===== src/b64e_pkg.sv =====
`default_nettype none

package b64e_pkg;

  // Number of alphabet characters that a job carries before its pad characters
  localparam logic [2:0] NS_NONE = 3'd0;  // no group, terminator only
  localparam logic [2:0] NS_PAD2 = 3'd2;  // one byte held: two chars, two pads
  localparam logic [2:0] NS_PAD1 = 3'd3;  // two bytes held: three chars, one pad
  localparam logic [2:0] NS_FULL = 3'd4;  // full group of three bytes

  localparam logic [6:0] PAD_CHAR  = 7'h3D;  // '='
  localparam logic [6:0] TERM_CHAR = 7'h00;

  // Character position within a job; position four is the terminator
  localparam logic [2:0] POS_FIRST = 3'd0;
  localparam logic [2:0] POS_FOURTH = 3'd3;
  localparam logic [2:0] POS_TERM = 3'd4;

  typedef struct packed {
    logic [23:0] group;  // first byte in the top bits
    logic [2:0]  nsext;  // one of the NS_* codes
    logic        term;   // close the message with a terminator
  } job_t;

  // Standard alphabet: A-Z, a-z, 0-9, '+', '/'
  function automatic logic [6:0] sextet_char(input logic [5:0] v);
    logic [6:0] c;
    c = {1'b0, v};
    case (v) inside
      [6'd0 : 6'd25]:  c = 7'h41 + {1'b0, v};
      [6'd26 : 6'd51]: c = 7'h61 + ({1'b0, v} - 7'd26);
      [6'd52 : 6'd61]: c = 7'h30 + ({1'b0, v} - 7'd52);
      6'd62:           c = 7'h2B;
      default:         c = 7'h2F;
    endcase
    return c;
  endfunction

endpackage

`default_nettype wire


===== src/base64_stream_encoder.sv =====
`default_nettype none

// Channel  Dir  tdata                 tuser        tlast
// s_*      in   [7:0] data_byte       has_byte     end_of_message
// m_*      out  [6:0] out_char, [7]=0 (none)       is_last
//
// A beat is taken in every cycle while the job queue has room. The back end
// emits one character per cycle while a job waits and the output is not
// stalled, so a completed group yields four characters and a flush up to
// five; the character serializer sets the sustained rate.
// Reset (rst, synchronous) clears held bytes, queue and output register.
// A stall on m_tready holds the output beat and, once the queue fills,
// drops s_tready; the front keeps taking beats that add no characters only
// while the queue has room.

module base64_stream_encoder
  import b64e_pkg::*;
#(
  parameter int QUEUE_DEPTH = 2
) (
  input  wire logic       clk,
  input  wire logic       rst,
  input  wire logic       s_tvalid,
  output logic            s_tready,
  input  wire logic [7:0] s_tdata,   // [7:0] data_byte
  input  wire logic       s_tuser,   // [0] has_byte
  input  wire logic       s_tlast,
  output logic            m_tvalid,
  input  wire logic       m_tready,
  output logic [7:0]      m_tdata,   // [6:0] out_char, [7] zero
  output logic            m_tlast
);

  job_t new_job;
  job_t head_job;
  logic push;
  logic pop;
  logic head_valid;
  logic full;
  logic accept;

  // Hold the input whenever a job might not fit in the queue
  assign s_tready = !full;
  assign accept   = s_tvalid && s_tready;

  // Front: gather bytes into groups and classify the flush
  b64e_front u_front (
    .clk            (clk),
    .rst            (rst),
    .accept         (accept),
    .data_byte      (s_tdata),
    .has_byte       (s_tuser),
    .end_of_message (s_tlast),
    .job            (new_job),
    .push           (push)
  );

  // Short job queue decouples the byte side from the character side
  b64e_queue #(
    .DEPTH (QUEUE_DEPTH)
  ) u_queue (
    .clk        (clk),
    .rst        (rst),
    .push       (push),
    .push_job   (new_job),
    .pop        (pop),
    .head_job   (head_job),
    .head_valid (head_valid),
    .full       (full)
  );

  // Back: serialize characters, pads and terminator into the output register
  b64e_back u_back (
    .clk       (clk),
    .rst       (rst),
    .job       (head_job),
    .job_valid (head_valid),
    .job_pop   (pop),
    .m_tvalid  (m_tvalid),
    .m_tready  (m_tready),
    .m_tdata   (m_tdata),
    .m_tlast   (m_tlast)
  );

endmodule

`default_nettype wire


===== src/b64e_front.sv =====
`default_nettype none

module b64e_front
  import b64e_pkg::*;
(
  input  wire logic       clk,
  input  wire logic       rst,
  input  wire logic       accept,
  input  wire logic [7:0] data_byte,
  input  wire logic       has_byte,
  input  wire logic       end_of_message,
  output job_t            job,
  output logic            push
);

  logic [15:0] held;
  logic [1:0]  held_cnt;
  logic [15:0] held_next;
  logic [1:0]  held_cnt_next;

  always_comb begin
    logic [15:0] h;
    logic [1:0]  c;
    logic        full_done;
    h = held;
    c = held_cnt;
    full_done = 1'b0;
    job.group = 24'd0;
    job.nsext = NS_NONE;
    job.term  = 1'b0;

    if (has_byte) begin
      if (c == 2'd2) begin
        job.group = {h, data_byte};
        job.nsext = NS_FULL;
        full_done = 1'b1;
        h = 16'd0;
        c = 2'd0;
      end else if (c == 2'd1) begin
        h = {h[15:8], data_byte};
        c = 2'd2;
      end else begin
        h = {data_byte, 8'd0};
        c = 2'd1;
      end
    end

    if (end_of_message) begin
      job.term = 1'b1;
      if (!full_done) begin
        job.group = {h, 8'd0};
        case (c)
          2'd1:    job.nsext = NS_PAD2;
          2'd2:    job.nsext = NS_PAD1;
          default: job.nsext = NS_NONE;
        endcase
      end
      h = 16'd0;
      c = 2'd0;
    end

    held_next     = h;
    held_cnt_next = c;
    push          = accept && (full_done || end_of_message);
  end

  always_ff @(posedge clk) begin
    if (rst) begin
      held     <= 16'd0;
      held_cnt <= 2'd0;
    end else if (accept) begin
      held     <= held_next;
      held_cnt <= held_cnt_next;
    end
  end

endmodule

`default_nettype wire


===== src/b64e_queue.sv =====
`default_nettype none

module b64e_queue
  import b64e_pkg::*;
#(
  parameter int DEPTH = 2
) (
  input  wire logic clk,
  input  wire logic rst,
  input  wire logic push,
  input  job_t      push_job,
  input  wire logic pop,
  output job_t      head_job,
  output logic      head_valid,
  output logic      full
);

  localparam int PTR_W = (DEPTH > 1) ? $clog2(DEPTH) : 1;
  localparam int CNT_W = $clog2(DEPTH + 1);

  job_t             slots [DEPTH];
  logic [PTR_W-1:0] wr_ptr;
  logic [PTR_W-1:0] rd_ptr;
  logic [CNT_W-1:0] count;

  assign head_job   = slots[rd_ptr];
  assign head_valid = (count != '0);
  assign full       = (count == CNT_W'(DEPTH));

  always_ff @(posedge clk) begin
    if (push) begin
      slots[wr_ptr] <= push_job;
    end
  end

  always_ff @(posedge clk) begin
    if (rst) begin
      wr_ptr <= '0;
      rd_ptr <= '0;
      count  <= '0;
    end else begin
      if (push) begin
        wr_ptr <= (wr_ptr == PTR_W'(DEPTH - 1)) ? '0 : wr_ptr + 1'b1;
      end
      if (pop) begin
        rd_ptr <= (rd_ptr == PTR_W'(DEPTH - 1)) ? '0 : rd_ptr + 1'b1;
      end
      case ({push, pop})
        2'b10:   count <= count + 1'b1;
        2'b01:   count <= count - 1'b1;
        default: count <= count;
      endcase
    end
  end

endmodule

`default_nettype wire


===== src/b64e_back.sv =====
`default_nettype none

module b64e_back
  import b64e_pkg::*;
(
  input  wire logic       clk,
  input  wire logic       rst,
  input  job_t            job,
  input  wire logic       job_valid,
  output logic            job_pop,
  output logic            m_tvalid,
  input  wire logic       m_tready,
  output logic [7:0]      m_tdata,
  output logic            m_tlast
);

  logic [2:0] pos;
  logic [2:0] eff_pos;
  logic [6:0] char_next;
  logic       last_next;
  logic       job_done;
  logic       advance;
  logic [5:0] sext;

  // A terminator-only job starts straight at the terminator slot
  assign eff_pos = (pos == POS_FIRST && job.nsext == NS_NONE) ? POS_TERM : pos;

  always_comb begin
    case (eff_pos[1:0])
      2'd0:    sext = job.group[23:18];
      2'd1:    sext = job.group[17:12];
      2'd2:    sext = job.group[11:6];
      default: sext = job.group[5:0];
    endcase

    if (eff_pos == POS_TERM) begin
      char_next = TERM_CHAR;
      last_next = 1'b1;
    end else if (eff_pos < job.nsext) begin
      char_next = sextet_char(sext);
      last_next = 1'b0;
    end else begin
      char_next = PAD_CHAR;
      last_next = 1'b0;
    end
  end

  assign job_done = (eff_pos == POS_TERM) || (eff_pos == POS_FOURTH && !job.term);
  assign advance  = job_valid && (!m_tvalid || m_tready);
  assign job_pop  = advance && job_done;

  always_ff @(posedge clk) begin
    if (rst) begin
      pos      <= POS_FIRST;
      m_tvalid <= 1'b0;
    end else if (advance) begin
      pos      <= job_done ? POS_FIRST : eff_pos + 3'd1;
      m_tvalid <= 1'b1;
    end else if (m_tready) begin
      m_tvalid <= 1'b0;
    end
  end

  always_ff @(posedge clk) begin
    if (advance) begin
      m_tdata <= {1'b0, char_next};
      m_tlast <= last_next;
    end
  end

endmodule

`default_nettype wire


===== config.mk =====
export PLATFORM = sky130hd
export DESIGN_NAME = base64_stream_encoder
export DESIGN_NICKNAME = d
export VERILOG_FILES = /design/src/b64e_pkg.sv /design/src/base64_stream_encoder.sv /design/src/b64e_front.sv /design/src/b64e_queue.sv /design/src/b64e_back.sv
export SDC_FILE = /design/constraint.sdc
export NUM_CORES = 1
export LEC_CHECK = 0
export CORE_AREA = 8 8 105 107
export DETAILED_ROUTE_END_ITERATION = 6
export DIE_AREA = 0 0 113 115
export DONT_BUFFER_PORTS = 1
export SLEW_MARGIN = 20
export SYNTH_ARGS = -nofsm -noshare
export SYNTH_HDL_FRONTEND = slang
export SYNTH_SLANG_ARGS = --single-unit
export TNS_END_PERCENT = 1

===== constraint.sdc =====
create_clock -name clk -period 3.6 [get_ports clk]
set_input_delay 0.36 -clock clk [delete_from_list [all_inputs] [get_ports clk]]
set_output_delay 0.36 -clock clk [all_outputs]
set_load 0.02 [all_outputs]

Word level (Yosys, flattened, before mapping) --
Memories as Yosys holds them, arrays and structs flattened. A register that Yosys moved wholly into a read port is not among the register bits. Index checks and enable logic that the tools add are counted.
Cells by class: add/subtract/negate cells 10, magnitude comparators 7, bitwise logic cells 1, muxes and demuxes 33, reductions and logical operators 22, eq/ne operators 12
Operators with widths (number):
- 27-bit two-way mux | 3
- 16-bit two-way mux | 4
- 28-bit two-way mux | 1
- 7-bit two-way mux | 3
- 6-bit one-hot mux with 3 select lines | 1
- 6-bit <= comparator, second input constant | 2
- 1-bit two-way mux | 11
- 2-bit == test, second input constant | 5
- 1-bit logical AND | 9
- 3-bit two-way mux | 3
- 2-bit by 1-bit == test with 1-bit output, second input constant | 4
- 2-bit two-way mux | 4
- 2-bit one-hot mux with 2 select lines | 2
- 6-bit by 7-bit adder with 7-bit output, first input constant | 1
- 7-bit by 6-bit adder with 7-bit output, first input constant | 1
- 7-bit adder, first input constant | 1
- 6-bit by 5-bit subtractor with 7-bit output, second input constant | 1
- 6-bit by 6-bit subtractor with 7-bit output, second input constant | 1
- 6-bit == test, second input constant | 1
- 6-bit by 1-bit >= comparator with 1-bit output, second input constant | 1
- 6-bit by 5-bit >= comparator with 1-bit output, second input constant | 1
- 6-bit >= comparator, second input constant | 1
- 6-bit by 5-bit <= comparator with 1-bit output, second input constant | 1
- 3-bit logical NOT | 2
- 14 further kinds | 21
Storage, ports and cells: bits in writable memories 56, memories 1, bits of input ports 14, flip-flop bits (word level) 34
Memory list:
- u_queue.slots | depth 2, width 28, read ports 1, clocked after memory_dff 1, write ports 1, line b64e_queue.sv:21 | job_t slots [DEPTH];

Depth between registers and ports, before layout --
Gate-level depths: netlist (run 1).
depth after elaboration 11, gate-level depth with buffers 15

Cells and area by module --
A second synthesis (run 1) with hierarchy kept.
Second synthesis, totals: cell total of the unflattened synthesis 404, area, all modules 4795.8 um^2
By module, submodules not included:
- b64e_queue | area each 2222.1 um^2, cells each 109, instances 1
- b64e_back | area each 1405.1 um^2, cells each 176, instances 1
- b64e_front | area each 1158.6 um^2, cells each 117, instances 1
- base64_stream_encoder | area each 10.0 um^2, cells each 2, instances 1

Least setup slack after synthesis (run 1) --
No wires, ideal clock.
kind register to register, start register u_back.pos[0], end register u_back.m_tdata[2] (data pin), library setup time 0.263 ns, data arrival time 2.909 ns, slack 0.428 ns, cell stages (with the launch flop) 15, period minus slack after synthesis 3.172 ns, buffers on the path 1, cell sequence dfxtp_1 > inv_1 > ha_1 > buf_2 > a22oi_1 > nand3_1 > nand3_1 > ha_1 > nor2b_1 > nor2_1 > a21o_1 > o21ai_1 > o2111ai_1 > a211oi_2 > a211oi_2
Between the ends: longest elaborated chain between the ends 11, elaborated cells between the ends (all ways) 29
RTL lines:
- start: declaration | line b64e_back.sv:17 | logic [2:0] pos;
- start signal: assignment | line b64e_back.sv:57 | pos <= job_done ? POS_FIRST : eff_pos + 3'd1;
- 3-bit logical NOT | line b64e_back.sv:26 | assign eff_pos = (pos == POS_FIRST && job.nsext == NS_NONE) ? POS_TERM : pos;
- 1-bit logical AND | line b64e_back.sv:26
- 3-bit two-way mux (*) | line b64e_back.sv:26
- 2-bit == test (tied with other cells) | line b64e_back.sv:29 | case (eff_pos[1:0])
- 6-bit one-hot mux with 3 select lines | line b64e_back.sv:29
- 6-bit by 6-bit subtractor with 7-bit output (tied with other cells) | line b64e_pkg.sv:32 | [6'd52 : 6'd61]: c = 7'h30 + ({1'b0, v} - 7'd52);
- 6-bit by 7-bit adder with 7-bit output (tied with other cells) | line b64e_pkg.sv:32
- 7-bit two-way mux (3 in series) | line b64e_pkg.sv:29 | case (v) inside
- 6-bit two-way mux | line b64e_back.sv:39 | end else if (eff_pos < job.nsext) begin
- end signal: assignment | line b64e_back.sv:66 | m_tdata <= {1'b0, char_next};
- end: declaration | line b64e_back.sv:13 | output logic [7:0] m_tdata,
Every way passes the cells marked *; elsewhere a longest branch is shown, timed or not. A chain may end at the register's enable or synchronous reset.

Worst setup path in the final report (run 1) --
Same ends and word-level chain as after synthesis.

==> results of run 1 <==
==> metrics by stage <==
step	instances	hold slack (ns)	setup slack [ns]	cell area [sq um]
finish	522	0.0535	0.361	4850
global route	522	0.0208	0.0253	4850
CTS	522	0.0338	0.344	4850
detailed placement	506	0.435	0.371	4680
global placement	506	0.432	0.437	4680
floorplan	400	0.449	0.428	4550
==> worst max-delay path, stage by stage (launching register included) <==
cell and delay [ns]:
sky130_fd_sc_hd__dfxtp_1 0.38, sky130_fd_sc_hd__inv_1 0.10, sky130_fd_sc_hd__ha_1 0.36, sky130_fd_sc_hd__a22o_1 0.30, sky130_fd_sc_hd__o311ai_4 0.28, sky130_fd_sc_hd__buf_4 0.22, sky130_fd_sc_hd__inv_4 0.05, sky130_fd_sc_hd__ha_1 0.21
sky130_fd_sc_hd__nor3b_1 0.25, sky130_fd_sc_hd__nand3b_1 0.10, sky130_fd_sc_hd__mux2_2 0.27, sky130_fd_sc_hd__o2111ai_1 0.25, sky130_fd_sc_hd__a211oi_2 0.08, sky130_fd_sc_hd__a211oi_2 0.22
==> power groups by stage <==
stage	registers [W]	clock network, W	logic (W)
after floorplan	0.00137	0	0.00101
after CTS	0.00137	0.000650	0.00133
after global placement	0.00139	0	0.00132
final	0.00137	0.000631	0.00133
after detailed placement	0.00139	0	0.00132
after global routing	0.00138	0.000702	0.00146
==> flip-flops by register name (all words and copies together), names as in the netlist, named ones only <==
| name | flops |
|---|---|
| u_front.held | 16 |
| u_back.pos | 3 |
| u_back.m_tlast | 1 |
| u_back.m_tvalid | 1 |
| u_queue.count | 2 |
| u_back.m_tdata | 7 |
| u_queue.wr_ptr | 1 |
| u_queue.rd_ptr | 1 |
| u_queue.slots | 56 |
| u_front.held_cnt | 2 |
==> logic make-up after synthesis <==
kind of cell / count (synthesis) / share of synthesized area (%)
other: 1 / 0.0824
adder cells (fa/ha/maj): 22 / 6.05
buffers and inverters: 34 / 3.44
flip-flops: 91 / 54.1
AND/OR/NAND/NOR: 127 / 13.7
XOR/XNOR: 7 / 1.35
multiplexers: 12 / 2.67
AO/OA/AOI/OAI: 106 / 18.7
==> final cells by class <==
type	count	area [sq um]
fillers	828	4610
clock buffers	9	124
clock inverters	7	51.3
inverters	17	66.3
flip-flops and latches	91	2460
repair buffers	9	67.6
multi-input cells	275	1940
well taps	114	143
==> worst max-delay path by stage <==
stage,startpoint,to,cells after the start
2_1_floorplan,u_back.pos[0],u_back.m_tdata[2],14
3_3_place_gp,u_back.pos[0],u_back.m_tdata[2],13
3_5_place_dp,u_back.pos[0],u_back.m_tdata[2],15
4_1_cts,u_back.pos[0],u_back.m_tdata[2],13
5_1_grt,u_back.pos[0],u_back.m_tdata[2],15
6_report,u_back.pos[0],u_back.m_tdata[2],13
==> routing by layer <==
metal	GRT usage [%]	wire (um)	vias up
met1	18.6	4260	1517
li1	-	-	1520
met5	0	0	-
met4	9.24	161	0
met2	27.4	5110	87
met3	3.68	483	14
==> cells in the final DEF (no fill, tap or decap), types with 9 or more instances in the layout <==
cell type / instances
sky130_fd_sc_hd__edfxtp_1: 64
sky130_fd_sc_hd__clkbuf_8: 9
sky130_fd_sc_hd__inv_1: 16
sky130_fd_sc_hd__mux2i_1: 11
sky130_fd_sc_hd__nor3_1: 9
sky130_fd_sc_hd__and3_1: 13
sky130_fd_sc_hd__ha_1: 22
sky130_fd_sc_hd__nand2_1: 26
sky130_fd_sc_hd__nand3_1: 14
sky130_fd_sc_hd__a22oi_1: 27
sky130_fd_sc_hd__nor2_1: 37
sky130_fd_sc_hd__a21oi_1: 15
sky130_fd_sc_hd__a22o_1: 24
sky130_fd_sc_hd__dfxtp_1: 27
sky130_fd_sc_hd__buf_4: 9
==> results by stage, run 1 <==
Run status:
- The flow ran to the end, and the final reports show no timing, DRC or antenna violations.

Clocking:
- Post-CTS repair changed the size of 0 cells.
- The clock input transition at the sequential cells of the worst setup and hold paths is 0.10 ns.
- At the later pin of the worst-skew pair, clock insertion delay measures 0.36 ns.
- The number of clock buffers added by TritonCTS is 9.
- The clock passes through at most 2 buffers.
- The count of hold-fix buffers inserted at cts is 0.
- Clock tree synthesis selected as its root buffer the cell sky130_fd_sc_hd__clkbuf_8.
- Once the clock tree was built, the setup fixing pass inserted 0 buffers.
- CTS built an H-tree with a depth of 3.
- The CTS tree is done.
- The clock drives 91 sinks.

Critical path:
- The critical path is of the reg2reg type.
- The endpoint of the most critical register-to-register path is u_back.m_tdata[2].
- The critical path required time is 3.82 ns.
- The worst endpoint data arrival time is 3.45 ns.
- For the worst flop-to-flop path, the logic depth is 13.
- The element type at the critical path start is a flip-flop.
- In this run the register-to-register setup slack is 0.36 ns.
- The kind of capture point of the worst setup path is a flip-flop.
- In this run the worst path has a maximum fanout of 12.
- The launch instance of the worst register-to-register path is u_back.pos[0].

Placement:
- The global placement routability congestion is 0.858.
- In this run the tool buffered the top-level ports with 0 buffer cells.
- Once detailed placement completed, the half-perimeter wirelength came to 7470 um.

Synthesis:
- The synthesized netlist occupies a cell area of 4550 sq um.
- After synthesis, the largest area contributor takes up 42.2% of total cell area.
- Counting every net in the synthesized netlist gives 436.
- Counting flops and latches in the post-synthesis netlist gives 91.
- The average cell area after synthesis is 11.4 sq um.
- After synthesis, the share of flip-flops with an asynchronous set or reset is 0%.
- Counting every instance in the synthesized netlist gives 400.
- The number of different library cells used by synthesis comes to 58.
- Of all cell types, the one taking the most synthesized area is sky130_fd_sc_hd__edfxtp_1.
- Yosys mapped a number of flops with a built-in enable equal to 64.
- The most common cell in the synthesized netlist is sky130_fd_sc_hd__edfxtp_1.
- During synthesis, Yosys emitted a total of 0 warnings.
- For this run, the register share of the synthesized area comes to 54.1%.
- The most used flip-flop cell after synthesis is sky130_fd_sc_hd__edfxtp_1.
- By count the netlist is led by sky130_fd_sc_hd__edfxtp_1 (64), sky130_fd_sc_hd__nor2_1 (39), sky130_fd_sc_hd__a22oi_1 (27), sky130_fd_sc_hd__dfxtp_1 (27), sky130_fd_sc_hd__nand2_1 (26).
- Sorting the synthesized cells by area gives the leading types as sky130_fd_sc_hd__edfxtp_1 (42%), sky130_fd_sc_hd__dfxtp_1 (12%), sky130_fd_sc_hd__ha_1 (6.0%).

Hold path:
- Counting instances, the worst hold path has a depth of 1.
- The worst min-delay path category is in2reg.
- For hold timing, the worst endpoint is u_back.m_tvalid.
- The worst hold path begins at rst.

Power and ir drop:
- The worst supply voltage drop on vdd is 0.244 mV.
- The switching power of the nets is 0.00128 W.
- Power comes to 0.00332 W.
- The ratio of total power to cell area is 685 nW/um^2.
- The proportion of total power due to net switching is 38.6%.
- The relative contribution of combinational cells to total power is 39.9%.
- The sequential cell fraction of total power is 41.1%.
- The clock network fraction of total power is 19.0%.
- The leakage power figure is 1.78 nW.
- The total internal power is 0.00204 W.

STA:
- The final critical delay including setup and external delays is 3.24 ns.
- Setup repair after global routing left no endpoint under its margin.
- The top achievable clock speed is 309 MHz.
- The number of endpoints with negative hold slack in the final report is 0.
- Of the available clock period, the critical path in the final layout requires 90.0%.
- The transition time of the tightest slew-check pin is 0.954 ns.
- The number of endpoints failing setup at the final stage is 0.
- The aggregate negative setup slack is 0 ns.
- The number of max-slew violations in the final report came to 0.
- The max-slew headroom at the worst pin is 35.9%.
- On the final layout, the worst clock skew is 0.0121 ns.

Layout:
- The number of inserted diodes is 0.
- In the final layout, the share of cells above drive strength 1 is 9.80%.
- After the last flow step, the layout net total stands at 439.
- Relative to the synthesized area, the layout overhead comes to 6.60%.
- Once layout is complete, the utilization of the core stands at 51.3%.

Global routing:
- The global-route wire length before repair is 16200 um.
- Global routing consumed, over all layers together, 16.2% of the routing resources.
- The initial antenna violation count is 0.
- The via count of the first global-routing pass was 3097.
- The total overflow reported by the global router is 0.
- Entering global routing, the biggest net connects 29 pins.

Floorplanning:
- The floorplan step set the die height to 115 um.
- The width of the die is 113 um.
- 25 I/O pins were placed.
- The floorplan has 36 rows.
- The region available for standard cell placement spans 9460 sq um.
- The die area is 13000 sq um.
- For this configuration, the core starts out at a cell density of 48.1%.

Detailed routing:
- Wires add up to 10000 um.
- The initial DRC count is 208.
- The total number of vias is 3138.
- The count of nets left with antenna violations once routing finished came out at 0.
- The per-cell via count in the routed design is 6.01.
- The first-pass iteration count of the detailed router is 5.
- In the final routed layout, each cell accounts on average for 19.2 um.
- The residual DRC count is 0.

Run:
- The count of maximum capacitance violations is 0.
(Power assumes the default switching activity.)
==> run 2, diff against run 1 <==
==> constraint.sdc (replaced) <==
create_clock -name clk -period 3.7 [get_ports clk]
set_input_delay 0.37 -clock clk [delete_from_list [all_inputs] [get_ports clk]]
set_output_delay 0.37 -clock clk [all_outputs]
set_load 0.02 [all_outputs]
==> results by stage, run 2 (same netlist as run 1, synthesis figures left out) <==
Detailed routing:
- The routed wire length is 10000 um (about the same).
- The residual DRC count was 0 (unchanged).
- The first-pass iteration count of the detailed router is 5 (unchanged).
- The initial DRC count is 202 (-2.9%).
- The per-cell via count in the routed design is 6.02 (+0.19%).
- The number of routed nets with antenna violations came to 0 (unchanged).
- The final routed wire length divided by cell count is 19.3 um (+0.43%).
- The total number of vias came to 3132 (-0.19%).

Global routing:
- The total overflow reported by the global router came to 0 (unchanged).
- The pin count of the biggest net entering global routing is 29 (unchanged).
- The via count of the first global-routing pass is 3074 (-0.74%).
- The total routing usage reported by global routing came to 15.8% (-0.37 points).
- The global-route wire length before repair is 16100 um (-0.47%).
- The initial antenna violation count came to 0 (unchanged).

Layout:
- The number of flip-flops under the largest register name came to 56 (unchanged).
- The largest registers in the layout are u_queue.slots x56, u_front.held x16, u_back.m_tdata x7.
- The final design instance area without fill is 4870 sq um (+0.26%).
- The number of inserted diodes came to 0 (unchanged).
- Leaving out fill and tap cells, the most frequent cell in the layout is sky130_fd_sc_hd__edfxtp_1.
- The final layout net count was 437 (-0.46%).
- The growth of design area from synthesis to finish is 6.87%.
- The final non-filler cell total is 520 (-0.38%).
- The share of post-route cells with drive strength above 1 is 10.1% (+0.29 points).
- The register with the most flip-flops is u_queue.slots.
- In the layout the commonest cells are sky130_fd_sc_hd__edfxtp_1 (64), sky130_fd_sc_hd__nor2_1 (37), sky130_fd_sc_hd__a22oi_1 (27), sky130_fd_sc_hd__dfxtp_1 (27), sky130_fd_sc_hd__nand2_1 (26).

Hold path:
- The hold-critical path endpoint is u_queue.count[1].
- The tightest min-delay check is of the in2reg type.
- The number of cells on the worst hold path came to 1 (unchanged).
- The launch instance of the worst min-delay path is rst.

Placement:
- The global placement routability congestion is 0.864 (+0.66%).
- The post-placement setup slack is 0.304 ns (-0.0675 ns).
- The half-perimeter wire length after placement is 7430 um (-0.50%).
- The count of input and output buffers is 0 (unchanged).
- The post-placement cell count came to 504 (-0.40%).
- The post-place instance area is 4660 sq um (-0.32%).

Critical path:
- The setup slack on the worst flop-to-flop path is 0.32 ns (-0.04 ns).
- The path type of the worst setup path is reg2reg.
- The launch instance of the worst register-to-register path is u_back.pos[1].
- The endpoint of the most critical register-to-register path is u_back.m_tdata[2].
- The critical path required time is 3.79 ns (-0.03 ns).
- The kind of capture point of the worst setup path is a flip-flop.
- STA classifies the critical path startpoint as a flip-flop.
- The worst reg2reg path depth came to 13 (unchanged).
- The worst endpoint data arrival time is 3.48 ns (+0.03 ns).
- The critical-path maximum fanout is 10 (-2).

STA:
- The number of max-slew violations in the final report was 0 (unchanged).
- The final clock period utilization by the worst path is 91.4% (+1.4 points).
- The number of endpoints with negative hold slack in the final report is 0 (unchanged).
- The smallest setup slack after layout is 0.317 ns (-0.0435 ns).
- The largest clock skew in the final design came to 0.0156 ns (+0.00352 ns).
- The transition time of the tightest slew-check pin is 1.01 ns (+0.0596 ns).
- The final critical delay including setup and external delays is 3.38 ns (+0.144 ns).
- The number of endpoints failing setup at the final stage is 0 (unchanged).
- The max-slew headroom at the worst pin is 31.9% (-4.0 points).
- The top achievable clock speed is 296 MHz (-4.2%).

Power and ir drop:
- The total design power came to 0.00327 W (-1.7%).
- The leakage power figure came to 1.78 nW (+0.15%).
- The ratio of total power to cell area is 672 nW/um^2 (-1.9%).
- The worst supply voltage drop on vdd was 0.283 mV (+16%).

Floorplanning:
- The initial core utilization is 48.1% (unchanged).
- The vertical die dimension came to 115 um (unchanged).
- The core region area is 9460 sq um (unchanged).
- The floorplan row count was 36 (unchanged).
- The number of I/O pins is 25 (unchanged).
- The width of the die is 113 um (unchanged).
- The die area is 13000 sq um (unchanged).

Clocking:
- The clock insertion delay at the later pin of the skew report is 0.35 ns (about the same).
- The post-CTS setup buffer count was 0 (unchanged).
- The buffer levels on the longest clock path is 2 (unchanged).
- The total number of H-tree levels is 3 (unchanged).
- The cell chosen for the clock root is sky130_fd_sc_hd__clkbuf_8.
- The CTS tree is done.
- The number of clock sinks is 91 (unchanged).
- The number of buffers inserted during clock tree synthesis came to 9 (unchanged).
- The clock input transition at the sequential cells of the worst setup and hold paths is 0.10 ns (about the same).

Run:
- The count of maximum capacitance violations is 0 (unchanged).

Run status:
- The run finished with clean final reports.
## run 2: worst max path at each step
stage                        from                 to  slack (ns)  depth (start not counted)
floorplan           u_back.pos[0]  u_back.m_tdata[2]        0.53                         14
global placement    u_back.pos[0]  u_back.m_tdata[5]        0.43                         12
detailed placement  u_back.pos[0]  u_back.m_tdata[2]        0.30                         12
CTS                 u_back.pos[0]  u_back.m_tdata[2]        0.31                         14
global route        u_back.pos[1]  u_back.m_tdata[2]      -0.006                         13
finish              u_back.pos[1]  u_back.m_tdata[2]        0.32                         13
## run 2: timing repair
item                                    4_1_cts  5_1_grt
endpoints found under the hold margin         0        0
hold buffers                                  0        0
resized for setup                             0        3
endpoints found under the setup margin        0        1
## run 2: metrics by stage
step | hold WS (ns) | TNS [ns] | utilization (%)
detailed placement | 0.445 | 0 | 49.3
global placement | 0.442 | 0 | 49.3
CTS | 0.0651 | 0 | 51.4
global route | 0.0542 | -0.00645 | 51.4
floorplan | 0.449 | 0 | -
finish | 0.0739 | 0 | 51.4
## run 2: routing by layer
metal	routed length [um]	track usage, %	vias up
met5	0	0	-
met4	111	4.62	0
met3	453	3.62	10
met2	4890	27.1	74
met1	4570	19.5	1530
li1	-	-	1518
## run 2: worst max-delay path: stages, from the launching register on
cell and delay [ns]:
sky130_fd_sc_hd__dfxtp_1 0.41, sky130_fd_sc_hd__ha_1 0.46, sky130_fd_sc_hd__nor2_1 0.18, sky130_fd_sc_hd__nand3_1 0.17
sky130_fd_sc_hd__and3_1 0.24, sky130_fd_sc_hd__inv_1 0.06, sky130_fd_sc_hd__ha_1 0.24, sky130_fd_sc_hd__nor2b_1 0.22
sky130_fd_sc_hd__nor2_1 0.09, sky130_fd_sc_hd__a21o_1 0.20, sky130_fd_sc_hd__o21ai_1 0.31, sky130_fd_sc_hd__o2111ai_1 0.22
sky130_fd_sc_hd__a211oi_2 0.25, sky130_fd_sc_hd__a211oi_2 0.09
## run 2: power by group
part           switching, W  total (W)  leakage [nW]  internal [W]
registers          0.000106    0.00133         0.839       0.00123
logic              0.000781    0.00128         0.837      0.000503
clock network      0.000344   0.000653         0.103      0.000308
total               0.00123    0.00327          1.78       0.00204
## run 2: final cells by class
class | count | area [sq um]
clock buffers | 12 | 166
clock inverters | 4 | 28.8
fillers | 834 | 4590
inverters | 17 | 66.3
multi-input cells | 275 | 1950
flip-flops and latches | 91 | 2460
well taps | 114 | 143
repair buffers | 7 | 52.6
==> run 3, diff against run 2 <==
--- a/config.mk
+++ b/config.mk
@@ -9,6 +9,7 @@
 export DETAILED_ROUTE_END_ITERATION = 6
 export DIE_AREA = 0 0 113 115
 export DONT_BUFFER_PORTS = 1
+export PLACE_DENSITY = 0.7
 export SLEW_MARGIN = 20
 export SYNTH_ARGS = -nofsm -noshare
 export SYNTH_HDL_FRONTEND = slang
==> results by stage, run 3 (same netlist as run 1, synthesis figures left out) <==
Run status:
- The flow ran to the end, and the final reports show no timing, DRC or antenna violations.

STA:
- The final critical delay including setup and external delays is 3.44 ns (+0.0617 ns).
- The largest clock skew in the final design came to 0.0153 ns (-0.000350 ns).
- The max-slew headroom at the worst pin is 34.8% (+2.8 points).
- The final clock period utilization by the worst path came to 93.1% (+1.7 points).
- The top achievable clock speed came to 290 MHz (-1.8%).
- The number of endpoints failing setup at the final stage is 0 (unchanged).
- The number of max-slew violations in the final report is 0 (unchanged).
- Setup repair after global routing left no endpoint under its margin.
- The smallest setup slack after layout is 0.255 ns (-0.0617 ns).
- The aggregate negative setup slack is 0 ns (unchanged).
- The transition time of the tightest slew-check pin is 0.976 ns (-0.0370 ns).
- The number of endpoints with negative hold slack in the final report is 0 (unchanged).

Clocking:
- The buffer levels on the longest clock path was 2 (unchanged).
- The count of hold-fix buffers inserted at cts came to 0 (unchanged).
- The clock input transition at the sequential cells of the worst setup and hold paths came to 0.10 ns (about the same).
- TritonCTS built the clock tree.
- The number of clock sinks is 91 (unchanged).
- The number of buffers inserted during clock tree synthesis is 9 (unchanged).
- The cell chosen for the clock root is sky130_fd_sc_hd__clkbuf_8.
- The total number of H-tree levels is 3 (unchanged).
- The number of gates resized after cts is 0 (unchanged).
- The post-CTS setup buffer count is 0 (unchanged).
- The clock insertion delay at the later pin of the skew report came to 0.36 ns (about the same).

Layout:
- The most common cell after layout, fill and taps aside is sky130_fd_sc_hd__edfxtp_1.
- The number of inserted diodes was 0 (unchanged).
- The share of post-route cells with drive strength above 1 came to 10.0% (-0.050 points).
- The number of fillers in the final layout is 853 (+2.3%).
- The library cells used most frequently in the layout, excluding fill and tap cells, are sky130_fd_sc_hd__edfxtp_1 (64), sky130_fd_sc_hd__nor2_1 (37), sky130_fd_sc_hd__a22oi_1 (27), sky130_fd_sc_hd__dfxtp_1 (27), sky130_fd_sc_hd__nand2_1 (26).
- Counting flops per register, the top entry is u_queue.slots.
- The combined area of the multi-input logic cells was 1940 sq um (-0.39%).
- The final design instance area without fill is 4860 sq um (-0.13%).
- The number of flip-flops under the largest register name was 56 (unchanged).
- The largest registers in the layout are u_queue.slots x56, u_front.held x16, u_back.m_tdata x7.
- The growth of design area from synthesis to finish is 6.73%.
- The end-of-flow core utilization was 51.4% (-0.066 points).
- The final layout net count is 439 (+0.46%).
- The register area was 2460 sq um (unchanged).

Detailed routing:
- The initial DRC count is 130 (-36%).
- The first-pass iteration count of the detailed router is 5 (unchanged).
- The residual DRC count was 0 (unchanged).
- The total number of vias is 3196 (+2.0%).
- The routed wire length is 9930 um (-0.95%).
- The number of routed nets with antenna violations is 0 (unchanged).
- The per-cell via count in the routed design was 6.12 (+1.7%).
- The final routed wire length divided by cell count was 19.0 um (-1.3%).

Global routing:
- The pin count of the biggest net entering global routing is 29 (unchanged).
- The global routing met3 resource utilization is 4.62% (+1.0 points).
- The global routing usage on met2 came to 25.9% (-1.2 points).
- The initial antenna violation count is 0 (unchanged).
- The total overflow reported by the global router is 0 (unchanged).
- The total routing usage reported by global routing is 15.5% (-0.36 points).
- The highest-utilization routing layer at the global route stage is met2.
- The global-route wire length before repair is 15500 um (-3.6%).
- The via count of the first global-routing pass is 3050 (-0.78%).
- The met1 demand-to-capacity share in global routing is 17.5% (-2.0 points).

Critical path:
- The setup slack on the worst flop-to-flop path is 0.26 ns (-0.06 ns).
- In this run the critical register-to-register path is captured at u_back.m_tdata[2].
- The worst reg2reg path depth came to 14 (+1).
- By startpoint and endpoint, the worst setup path is classified as reg2reg.
- The peak per-stage delay on the critical path is 0.51 ns (+0.05 ns).
- The worst setup path is launched from a flip-flop.
- The cell with the largest stage delay on the worst path is sky130_fd_sc_hd__ha_1.
- The worst endpoint data arrival time is 3.56 ns (+0.08 ns).
- The critical path required time is 3.82 ns (+0.03 ns).
- STA classifies the critical path endpoint as a flip-flop.
- The critical-path maximum fanout is 14 (+4).
- Traced cell by cell, the critical path runs through inv_1 -> ha_1 -> a22oi_1 -> nand3_1 -> and3_1 -> inv_1 -> ha_1 -> nor2b_1 -> nor2_1 -> a21o_1 -> o21ai_1 -> o2111ai_1 -> a211oi_2 -> a211oi_2.
- In this run the critical register-to-register path is launched from u_back.pos[0].

Hold path:
- In this run the most critical hold path is launched from rst.
- The hold-critical path endpoint is u_back.m_tvalid.
- The number of cells on the worst hold path came to 1 (unchanged).
- The worst min-delay path category is in2reg.

Placement:
- The post-placement setup slack is 0.321 ns (+0.0172 ns).
- The count of input and output buffers is 0 (unchanged).
- The global placement routability congestion was 0.931 (+7.8%).
- The post-place instance area is 4680 sq um (+0.32%).
- The half-perimeter wire length after placement is 7410 um (-0.28%).

Run:
- The count of maximum capacitance violations came to 0 (unchanged).

Floorplanning:
- The core region area is 9460 sq um (unchanged).
- The initial core utilization is 48.1% (unchanged).
- The floorplan row count is 36 (unchanged).
- The width of the die is 113 um (unchanged).
- The vertical die dimension is 115 um (unchanged).
- The die area was 13000 sq um (unchanged).
- The number of I/O pins was 25 (unchanged).

Power and ir drop:
- The leakage power figure is 1.78 nW (about the same).
- The ratio of total power to cell area was 668 nW/um^2 (-0.58%).
- The worst supply voltage drop on vdd is 0.257 mV (-9.1%).
[run 3: cell count changes in the layout (fill, tap and decap cells not counted)]
cell	change
sky130_fd_sc_hd__clkbuf_16	-1
sky130_fd_sc_hd__buf_4	+2
sky130_fd_sc_hd__inv_4	-1
sky130_fd_sc_hd__clkbuf_1	-1
sky130_fd_sc_hd__clkinvlp_4	+2
sky130_fd_sc_hd__inv_8	+1
sky130_fd_sc_hd__ha_1	+3
sky130_fd_sc_hd__inv_6	+1
sky130_fd_sc_hd__clkbuf_8	-1
sky130_fd_sc_hd__ha_2	-3
[run 3: worst max-delay path by stage]
stage / endpoint / from / cells after the start
floorplan: u_back.m_tdata[2] / u_back.pos[0] / 14
finish: u_back.m_tdata[2] / u_back.pos[0] / 14
detailed placement: u_back.m_tdata[2] / u_back.pos[0] / 12
global placement: u_back.m_tdata[2] / u_back.pos[0] / 12
CTS: u_back.m_tdata[2] / u_back.pos[0] / 14
global route: u_back.m_tdata[2] / u_back.pos[0] / 13
[run 3: where the power goes]
group,internal (W),switching [W]
clock network,0.000255,0.000371
logic,0.000507,0.000784
registers,0.00123,0.000103
total,0.00199,0.00126
[run 3: metrics by stage]
stage	hold WS, ns	cells	total power, W
2_1_floorplan	0.449	400	0.00232
5_1_grt	0.0464	522	0.00343
3_5_place_dp	0.447	506	0.00263
6_report	0.0678	522	0.00325
4_1_cts	0.0527	522	0.00326
3_3_place_gp	0.443	506	0.00263
[run 3: metal layers]
metal	vias to the layer above	part of all wire (%)
li1	1522	-
met1	1518	42
met2	121	47
met3	35	6.7
met4	0	4.3
met5	-	0
[run 3: worst max-delay path: cells and delay by family (launching register included)]
| kind | cells | cell delay (ns) |
|---|---|---|
| AO/OA/AOI/OAI | 6 | 1.27 |
| adder cells (fa/ha/maj) | 2 | 0.75 |
| buffers and inverters | 2 | 0.19 |
| flip-flops | 1 | 0.35 |
| AND/OR/NAND/NOR | 4 | 0.65 |
[run 3: area by class of cell]
| class | instances | area share (%) |
|---|---|---|
| clock inverter | 7 | 1.18 |
| tap | 114 | 2.94 |
| inverter | 17 | 1.36 |
| sequential | 91 | 50.7 |
| clock buffer | 9 | 2.55 |
| timing repair buffer | 9 | 1.39 |
| multi-input combinational | 275 | 39.9 |
